--- src/rtl/dmwbc_pkg.sv ---
// shared types and constants for the direct-mapped write-back cache unit
package dmwbc_pkg;

  localparam int ADDR_W         = 10;
  localparam int DATA_W         = 8;
  localparam int MODE_W         = 2;
  localparam int DEF_NUM_LINES  = 8;
  localparam int DEF_LINE_BYTES = 8;
  localparam int DEF_MEM_BYTES  = 1024;

  typedef enum logic [MODE_W-1:0] {
    MODE_READ  = 2'd0,
    MODE_WRITE = 2'd1,
    MODE_FLUSH = 2'd2,
    MODE_NONE  = 2'd3
  } mode_t;

  // datapath operations issued by the controller
  typedef enum logic [2:0] {
    OP_NONE    = 3'd0,
    OP_CLEAR   = 3'd1,
    OP_CAPTURE = 3'd2,
    OP_LOOKUP  = 3'd3,
    OP_WB      = 3'd4,
    OP_FILL    = 3'd5,
    OP_ACCESS  = 3'd6,
    OP_NEXT    = 3'd7
  } op_t;

  typedef struct packed {
    op_t op;
  } cmd_t;

  typedef struct packed {
    mode_t mode;
    logic  hit;
    logic  victim_dirty;
    logic  step_last;
    logic  clear_last;
    logic  flush_last;
  } status_t;

endpackage

--- src/rtl/dmwbc_ctrl.sv ---
// controller state machine of the cache unit
module dmwbc_ctrl
  import dmwbc_pkg::*;
(
  input  logic              clk,
  input  logic              rst,
  input  logic              start,
  input  logic [MODE_W-1:0] mode,
  input  status_t           status,
  output cmd_t              cmd,
  output logic              busy,
  output logic              done
);

  typedef enum logic [7:0] {
    ST_CLEAR  = 8'b0000_0001,
    ST_IDLE   = 8'b0000_0010,
    ST_LOOKUP = 8'b0000_0100,
    ST_WBACK  = 8'b0000_1000,
    ST_FILL   = 8'b0001_0000,
    ST_ACCESS = 8'b0010_0000,
    ST_RESP   = 8'b0100_0000,
    ST_FLUSH  = 8'b1000_0000
  } state_t;

  state_t state;
  state_t state_next;
  mode_t  mode_in;

  assign mode_in = mode_t'(mode);

  // state register
  always_ff @(posedge clk) begin
    if (rst) begin
      state <= ST_CLEAR;
    end else begin
      state <= state_next;
    end
  end

  // next state and command decode
  always_comb begin
    state_next = state;
    cmd.op     = OP_NONE;
    unique case (state)
      ST_CLEAR: begin
        cmd.op = OP_CLEAR;
        if (status.clear_last) begin
          state_next = ST_IDLE;
        end
      end
      ST_IDLE, ST_RESP: begin
        state_next = ST_IDLE;
        if (start) begin
          cmd.op = OP_CAPTURE;
          priority if (mode_in == MODE_READ || mode_in == MODE_WRITE) begin
            state_next = ST_LOOKUP;
          end else if (mode_in == MODE_FLUSH) begin
            state_next = ST_FLUSH;
          end else begin
            state_next = ST_ACCESS;
          end
        end
      end
      ST_LOOKUP: begin
        cmd.op = OP_LOOKUP;
        priority if (status.hit) begin
          state_next = ST_ACCESS;
        end else if (status.victim_dirty) begin
          state_next = ST_WBACK;
        end else begin
          state_next = ST_FILL;
        end
      end
      ST_WBACK: begin
        cmd.op = OP_WB;
        if (status.step_last) begin
          state_next = (status.mode == MODE_FLUSH) ? ST_FLUSH : ST_FILL;
        end
      end
      ST_FILL: begin
        cmd.op = OP_FILL;
        if (status.step_last) begin
          state_next = ST_ACCESS;
        end
      end
      ST_ACCESS: begin
        cmd.op     = OP_ACCESS;
        state_next = ST_RESP;
      end
      ST_FLUSH: begin
        priority if (status.victim_dirty) begin
          state_next = ST_WBACK;
        end else if (status.flush_last) begin
          state_next = ST_RESP;
        end else begin
          cmd.op = OP_NEXT;
        end
      end
      default: begin
        state_next = ST_CLEAR;
      end
    endcase
  end

  assign busy = !(state == ST_IDLE || state == ST_RESP);
  assign done = (state == ST_RESP);

endmodule

--- config.mk ---
export PLATFORM = sky130hd
export DESIGN_NAME = dmwbc_ctrl
export DESIGN_NICKNAME = d
export VERILOG_FILES = /design/src/rtl/dmwbc_pkg.sv /design/src/rtl/dmwbc_ctrl.sv
export SDC_FILE = /design/constraint.sdc
export NUM_CORES = 1
export LEC_CHECK = 0
export BUFFER_PORTS_ARGS = -buffer_cell sky130_fd_sc_hd__buf_2
export CORE_UTILIZATION = 40
export CTS_CLUSTER_SIZE = 28
export DETAILED_ROUTE_END_ITERATION = 10
export SYNTH_ARGS = -nofsm -noshare
export SYNTH_HDL_FRONTEND = slang
export SYNTH_SLANG_ARGS = --single-unit
--- constraint.sdc ---
create_clock -name clk -period 5.1 [get_ports clk]
set_input_delay 0.765 -clock clk [delete_from_list [all_inputs] [get_ports clk]]
set_output_delay 0.765 -clock clk [all_outputs]
set_load 0.005 [all_outputs]
==> results of run 1 <==
==> synthesized netlist by cell type, drive strengths merged <==
cell type and count:
or2 1, o21bai 1, a41oi 1, nor3b 1, or4b 1, inv 6, a41o 1, nor3 5
a21boi 1, o21a 2, and4b 1, nand4 2, and3 2, o21ai 4, a2111oi 2, nor2 5
nand3 2, xor2 2, and2b 1, xnor2 2, a21oi 2, nor2b 2, a211oi 2, nand4b 4
nand2b 1, nor4 4, nand3b 1, or3b 1, nand2 2, dfxtp 8, a22oi 1, or4 2
nor4b 1, o31ai 1, buf 6, a31o 1
==> through the flow <==
| step | cells | setup WS (ns) |
|---|---|---|
| floorplan | 82 | 2.92 |
| global placement | 117 | 2.67 |
| detailed placement | 117 | 2.68 |
| CTS | 120 | 2.37 |
| global route | 120 | 2.23 |
| finish | 120 | 2.34 |
==> logic make-up after synthesis <==
family	count (synthesis)	share of synthesized area [%]
flops	8	21.5
simple gates	39	37.0
xor+xnor	4	5.73
compound gates	19	24.1
buf+inv	12	11.6
==> critical path, stage by stage, from the launching register on <==
cell,delay (ns)
dfxtp_1,0.48
nor4_4,0.43
nand4b_1,0.29
or2_1,0.31
nand4_1,0.10
buf_2,0.11
==> path summary, 6_finish.rpt <==
check,start,end,slack [ns],cells past startpoint
worst min register to register,state[4]$_SDFFE_PP0P_,state[4]$_SDFFE_PP0P_,0.70,2
worst min-delay path,state[4]$_SDFFE_PP0P_,state[4]$_SDFFE_PP0P_,0.70,2
worst max-delay path,state[3]$_SDFFE_PP0P_,cmd[1],2.34,5
worst max register to register,state[3]$_SDFFE_PP0P_,state[7]$_SDFFE_PP0P_,3.18,4
==> layout make-up <==
| cell class | count | area (um2) | share of cell area (%) |
|---|---|---|---|
| sequential | 8 | 160 | 19.7 |
| inverter | 6 | 22.5 | 2.77 |
| timing repair buffer | 16 | 80.1 | 9.85 |
| tap | 25 | 31.3 | 3.85 |
| multi-input combinational | 62 | 497 | 61.1 |
| clock buffer | 3 | 22.5 | 2.77 |
==> layer usage <==
| layer | track usage, % | vias to the layer above |
|---|---|---|
| met5 | 0 | - |
| met4 | 10.9 | 0 |
| met3 | 2.40 | 5 |
| met2 | 29.3 | 34 |
| met1 | 25.2 | 314 |
| li1 | - | 340 |
==> power by group <==
part           switching [W]  leakage, nW  internal (W)
sequential        0.00000939       0.0649     0.0000678
clock              0.0000234       0.0138     0.0000271
combinational      0.0000416        0.238     0.0000390
==> impl_metrics.tcl, run 1 <==
set metrics [dict create \
    status "complete, no violations" \
    num_vias 693 \
    p_leak_nw 0.316 \
    avgRoutedWirePerCell_um 14.2 \
    netlist.area_leader.share_pct 21.5 \
    top_layer "met4" \
    die_h_um 45.1 \
    critPathCaptureType "primary output" \
    synth_cell_type_count 43 \
    die_x_um 45.1 \
    p_per_area_nw_per_um2 256 \
    synth_seq_cells 8 \
    first_iter_violations 24 \
    gp_congestion 0.842 \
    path_class "reg2out" \
    drtPass1Iterations 4 \
    top_regs "state (8)" \
    largest-register "state" \
    ir_drop_mv 0.155 \
    ys_seq_area_share_pct 21.5 \
    tns_ns 0 \
    numCtsBuffers 3 \
    num-fill-cells 186 \
    fin_util_pct 47.1 \
    rows 15 \
    antennaDiodeCount 0 \
    finalWorstPathRequiredPeriod_ns 2.76 \
    start_util_pct 43.0 \
    mostFrequentLayoutCell "buf_2" \
    clk_pin_slew_ns 0.06 \
    critPathMaxFanout 13 \
    postCtsHoldBufs 0 \
    final_area_um2 813 \
    fmax_mhz 362 \
    met1_length_um 835 \
    grt_pass1_vias 589 \
    grt_pass1_wl_um 2640 \
    ios 17 \
    yosys-top-cells-area "dfxtp_1, buf_6, a2111oi_4" \
    rsz0062_at_grt "false" \
    ant_nets 0 \
    dr_wl_met3_um 101 \
    antenna_found_initial 0 \
    cp-start-kind "flip-flop" \
    netlist_area_um2 743 \
    dp_hpwl_um 1330 \
    synth_top_area_cell "dfxtp_1" \
    die_area_um2 2030 \
    maxSlewViolCount 0 \
    postCtsSetupBuffers 0 \
    layout.nets 109 \
    cts_tree "yes" \
    area_delta_synth_final_pct 9.43 \
    largest_register_ffs 8 \
    drive_above_1_share_pct 33.7 \
    cts_max_level 1 \
    fin_crit_sh_pct 54.1 \
    vias_per_cell 5.78 \
    critPathRequiredTime_ns 4.34 \
    hold_class "reg2reg" \
    ys_warn_count 0 \
    route.final.wire_length_um 1710 \
    power_w 0.000208 \
    final_hold_viol_count 0 \
    critical_path_arrival_ns 1.99 \
    portBuffers 16 \
    setup-violations-final 0 \
    grt_overflow 0 \
    ctsRootBufferMaster "clkbuf_4" \
    layout_common_cells "buf_2, dfxtp_1, nor2_1, nor3_1, inv_1" \
    core_area_um2 1730 \
    wl_met2_um 730 \
    cap_violations 0 \
    syn_nets 94 \
    cts_resized 0 \
    finClkSkew_ns 0.00995 \
    maxSlewHeadroom_pct 62.9 \
    syn_inst 82 \
    postSynthAreaPerCell_um2 9.06 \
    max_slew.worst_pin.slew_ns 0.556 \
    clock_sinks 8 \
    post_dp_cell_area_um2 791 \
    fin_hold_ws_ns 0.699 \
    drc_errors 0 \
    clock_path_buffers 2 \
    grt_max_degree 14 \
    grt_usage_pct 19.0 \
    clock_latency_ns 0.26 \
]
(Power assumes the default switching activity.)
==> run 2: changes to the inputs <==
- clock period: 5.1 -> 2.31 ns (I/O delays scaled with it)
==> impl_metrics.tcl, run 2 (same netlist as run 1, synthesis figures left out) <==
set metrics [dict create \
    die_h_um 45.1 \
    p_clk_share_pct 24.2 \
    fin_crit_sh_pct 96.9 \
    fmax_mhz 447 \
    finalWorstPathRequiredPeriod_ns 2.24 \
    vias_per_cell 5.62 \
    drive_above_1_share_pct 36.1 \
    ant_nets 0 \
    cts_tree "yes" \
    tns_ns 0 \
    core_area_um2 1730 \
    dp_hpwl_um 1420 \
    layout.nets 111 \
    clock_sinks 8 \
    first_iter_violations 14 \
    avgRoutedWirePerCell_um 14.6 \
    setup-violations-final 0 \
    cp-start-kind "flip-flop" \
    numCtsBuffers 3 \
    cts_max_level 1 \
    rsz0062_at_grt "false" \
    rrSetupSlack_ns 0.51 \
    ios 17 \
    top_regs "state (8)" \
    critPathCaptureType "primary output" \
    use_met1_pct 25.9 \
    p_per_area_nw_per_um2 563 \
    finClkSkew_ns 0.00852 \
    grt-busiest-layer "met2" \
    whs_path_depth 2 \
    status "complete, no violations" \
    maxSlewHeadroom_pct 70.2 \
    cap_violations 0 \
    critPathRequiredTime_ns 1.96 \
    post_dp_cell_area_um2 806 \
    layout_common_cells "buf_2, dfxtp_1, nor2_1, inv_1" \
    final_hold_viol_count 0 \
    postCtsHoldBufs 0 \
    largest-register "state" \
    path_class "reg2out" \
    ir_drop_mv 0.244 \
    area_delta_synth_final_pct 12.1 \
    die_area_um2 2030 \
    power_switching_w 0.000173 \
    largest_register_ffs 8 \
    clock_path_buffers 2 \
    rows 15 \
    clk_pin_slew_ns 0.06 \
    r2r_start "state[7]$_SDFFE_PP0P_" \
    max_slew.worst_pin.slew_ns 0.441 \
    num_vias 686 \
    fin_util_pct 48.3 \
    power_w 0.000469 \
    sw_frac_of_total_pct 36.8 \
    comb_power_share_pct 39.7 \
    hp-start "mode[1]" \
    mostFrequentLayoutCell "buf_2" \
    antennaDiodeCount 0 \
    clock_latency_ns 0.27 \
    critical_path_arrival_ns 1.89 \
    final_area_um2 833 \
    maxSlewViolCount 0 \
    grt_use_met2_pct 34.2 \
    grt_pass1_vias 637 \
    hold_class "in2reg" \
    grtUsageMet3_pct 2.80 \
    hold_path_end "state[2]$_SDFFE_PP0P_" \
    ctsRootBufferMaster "clkbuf_4" \
    seq_power_share_pct 36.1 \
    grt_max_degree 11 \
    grt_pass1_wl_um 2890 \
    grt_overflow 0 \
    drc_errors 0 \
    portBuffers 16 \
    internal_power_w 0.000297 \
    grt_usage_pct 20.9 \
    antenna_found_initial 0 \
    r2r_cells 4 \
    critPathMaxFanout 8 \
    drtPass1Iterations 4 \
    worstReg2RegEnd "state[6]$_SDFFE_PP0P_" \
    gp_congestion 0.881 \
    start_util_pct 43.0 \
    die_x_um 45.1 \
    crit_start "state[7]$_SDFFE_PP0P_" \
    p_leak_nw 0.330 \
    route.final.wire_length_um 1790 \
]
## run 2: cell count changes in the layout (fill, tap and decap cells not counted), sizes merged
cell / change
buf: +2
## run 2: per-layer routing
| metal | routed length, um | vias up |
|---|---|---|
| li1 | - | 344 |
| met1 | 846 | 314 |
| met2 | 825 | 23 |
| met3 | 63 | 5 |
| met4 | 51 | 0 |
| met5 | 0 | - |
## run 2: power by group through the flow
stage	logic, W	registers, W	clock network (W)
after global routing	0.000205	0.000171	0.000121
after CTS	0.000184	0.000169	0.000113
final	0.000186	0.000169	0.000113
after floorplan	0.000150	0.000167	0
after global placement	0.000182	0.000170	0
after detailed placement	0.000183	0.000172	0
## run 2: final cells by class
| cell class | instances | area, um2 |
|---|---|---|
| fill | 188 | 893 |
| multi-input combinational | 62 | 502 |
| sequential | 8 | 160 |
| timing repair buffer | 18 | 95.1 |
| tap | 25 | 31.3 |
| clock buffer | 3 | 22.5 |
| inverter | 6 | 22.5 |
## run 2: metrics by stage
step / hold WS, ns / cells / setup slack, ns
2_1_floorplan: 0.416 / 82 / 0.553
3_3_place_gp: 0.546 / 119 / 0.406
3_5_place_dp: 0.556 / 119 / 0.369
4_1_cts: 0.286 / 122 / 0.0748
5_1_grt: 0.294 / 122 / 0.0109
6_report: 0.285 / 122 / 0.0721
## run 2: worst max path at each step
stage	end	slack, ns	depth (start not counted)
finish	cmd[2]	0.07	4
global route	cmd[2]	0.01	4
CTS	cmd[1]	0.07	5
detailed placement	cmd[1]	0.37	5
global placement	cmd[2]	0.41	4
floorplan	cmd[2]	0.55	3
## run 2: what timing repair did
item | CTS | global route
endpoints found under the setup margin | 0 | 1
setup buffers | 0 | 0
gates resized for setup | 0 | 1
## run 2: worst max-delay path, cell delays in order, from the launching register on
cell       delay (ns)
dfxtp_1          0.37
or4_4            0.59
a2111oi_4        0.37
o21bai_1         0.16
buf_2            0.13
==> run 3: changes to the inputs <==
- CELL_PAD_IN_SITES_DETAIL_PLACEMENT: default -> 1
- CELL_PAD_IN_SITES_GLOBAL_PLACEMENT: default -> 1
- PLACE_DENSITY_LB_ADDON: default -> 0.1
- clock period: 2.31 -> 2.8 ns (I/O delays scaled with it)
==> impl_metrics.tcl, run 3 (same netlist as run 1, synthesis figures left out) <==
set metrics [dict create \
    antennaDiodeCount 0 \
    finalWorstPathRequiredPeriod_ns 2.36 \
    critPathMaxFanout 13 \
    clock_path_buffers 2 \
    vias_per_cell 5.83 \
    rsz0062_at_grt "false" \
    largest_register_ffs 8 \
    power_switching_w 0.000142 \
    num_vias 699 \
    area_delta_synth_final_pct 9.43 \
    num-fill-cells 227 \
    cts_max_level 1 \
    clock_sinks 8 \
    die_x_um 45.1 \
    slowest_stage "dfxtp_1" \
    postCtsHoldBufs 0 \
    p_leak_nw 0.316 \
    drtPass1Iterations 4 \
    power_w 0.000386 \
    setup-violations-final 0 \
    clock_latency_ns 0.27 \
    fmax_mhz 424 \
    ir_drop_mv 0.284 \
    cp.buffers_inverters 1 \
    largest-register "state" \
    top_regs "state (8)" \
    cp-start-kind "flip-flop" \
    grt_pass1_wl_um 3190 \
    antenna_found_initial 0 \
    dp_hpwl_um 1530 \
    fin_crit_sh_pct 84.3 \
    die_h_um 45.1 \
    cap_violations 0 \
    route.final.wire_length_um 1950 \
    portBuffers 16 \
    layout.nets 109 \
    drive_above_1_share_pct 33.7 \
    ant_nets 0 \
    start_util_pct 43.0 \
    postCtsSetupBuffers 0 \
    grt_overflow 0 \
    core_area_um2 1730 \
    first_iter_violations 21 \
    layout_common_cells "buf_2, dfxtp_1, nor2_1, nor3_1, inv_1" \
    path_class "reg2out" \
    max_stage_delay_ns 0.48 \
    p_clk_share_pct 24.4 \
    gp_congestion 0.848 \
    ios 17 \
    critical_path_arrival_ns 1.94 \
    sw_frac_of_total_pct 36.8 \
    die_area_um2 2030 \
    cts_tree "yes" \
    seq_power_share_pct 36.3 \
    timing.critical_path.cells "nor4_4 -> nand4b_1 -> or2_1 -> nand4_1 -> buf_2" \
    critPathRequiredTime_ns 2.38 \
    grt_usage_pct 22.5 \
    hold_class "in2reg" \
    avgRoutedWirePerCell_um 16.2 \
    comb_power_share_pct 39.2 \
    numCtsBuffers 3 \
    ctsRootBufferMaster "clkbuf_4" \
    finClkSkew_ns 0.00960 \
    critPathCaptureType "primary output" \
    maxSlewHeadroom_pct 61.9 \
    drc_errors 0 \
    final_hold_viol_count 0 \
    cts_resized 0 \
    rows 15 \
    cp_top_family "simple AND/OR/NAND/NOR gates" \
    internal_power_w 0.000244 \
    status "complete, no violations" \
    tns_ns 0 \
    grt_max_degree 14 \
    max_slew.worst_pin.slew_ns 0.571 \
    maxSlewViolCount 0 \
    mostFrequentLayoutCell "buf_2" \
    clk_pin_slew_ns 0.06 \
    grt_pass1_vias 662 \
    p_per_area_nw_per_um2 475 \
]
==> run 3: cell count changes in the layout (fill, tap and decap cells not counted), sizes merged <==
cell,change
buf,-2
==> run 3: path summary, 6_finish.rpt <==
| kind | from | endpoint | slack, ns | cells past startpoint |
|---|---|---|---|---|
| worst max-delay path | state[3]$_SDFFE_PP0P_ | cmd[1] | 0.44 | 5 |
| worst min-delay path | mode[1] | state[2]$_SDFFE_PP0P_ | 0.36 | 2 |
| worst max register to register | state[3]$_SDFFE_PP0P_ | state[7]$_SDFFE_PP0P_ | 0.82 | 4 |
| worst min register to register | state[4]$_SDFFE_PP0P_ | state[4]$_SDFFE_PP0P_ | 0.71 | 2 |
==> run 3: stage by stage <==
stage          setup slack, ns  hold slack [ns]  instance area [um2]  std cells  utilization, %
2_1_floorplan            0.970            0.489                  743         82               -
3_3_place_gp             0.725            0.626                  791        117            45.8
3_5_place_dp             0.693            0.628                  791        117            45.8
4_1_cts                  0.414            0.359                  813        120            47.1
5_1_grt                  0.282            0.365                  813        120            47.1
6_report                 0.439            0.360                  813        120            47.1
==> run 3: final cells by class <==
type                            count  area, um2  share of cell area (%)
Clock buffer                        3       22.5                    2.77
Inverter                            6       22.5                    2.77
Multi-Input combinational cell     62        497                    61.1
Sequential cell                     8        160                    19.7
Tap cell                           25       31.3                    3.85
Timing Repair Buffer               16       80.1                    9.85
==> run 3: power groups by stage <==
stage	Clock [W]	Sequential, W	Combinational [W]
3_5_place_dp	0	0.000143	0.000152
5_1_grt	0.000104	0.000142	0.000166
3_3_place_gp	0	0.000143	0.000151
4_1_cts	0.0000952	0.000140	0.000152
2_1_floorplan	0	0.000137	0.000124
6_report	0.0000944	0.000140	0.000151
==> run 3: routing by layer <==
metal | part of all wire [%] | GRT usage, % | up-vias
met2 | 47 | 33.6 | 19
met1 | 47 | 30.6 | 334
met4 | 1.5 | 9.09 | 0
li1 | - | - | 342
met3 | 4.8 | 6.00 | 4
met5 | 0 | 0 | -
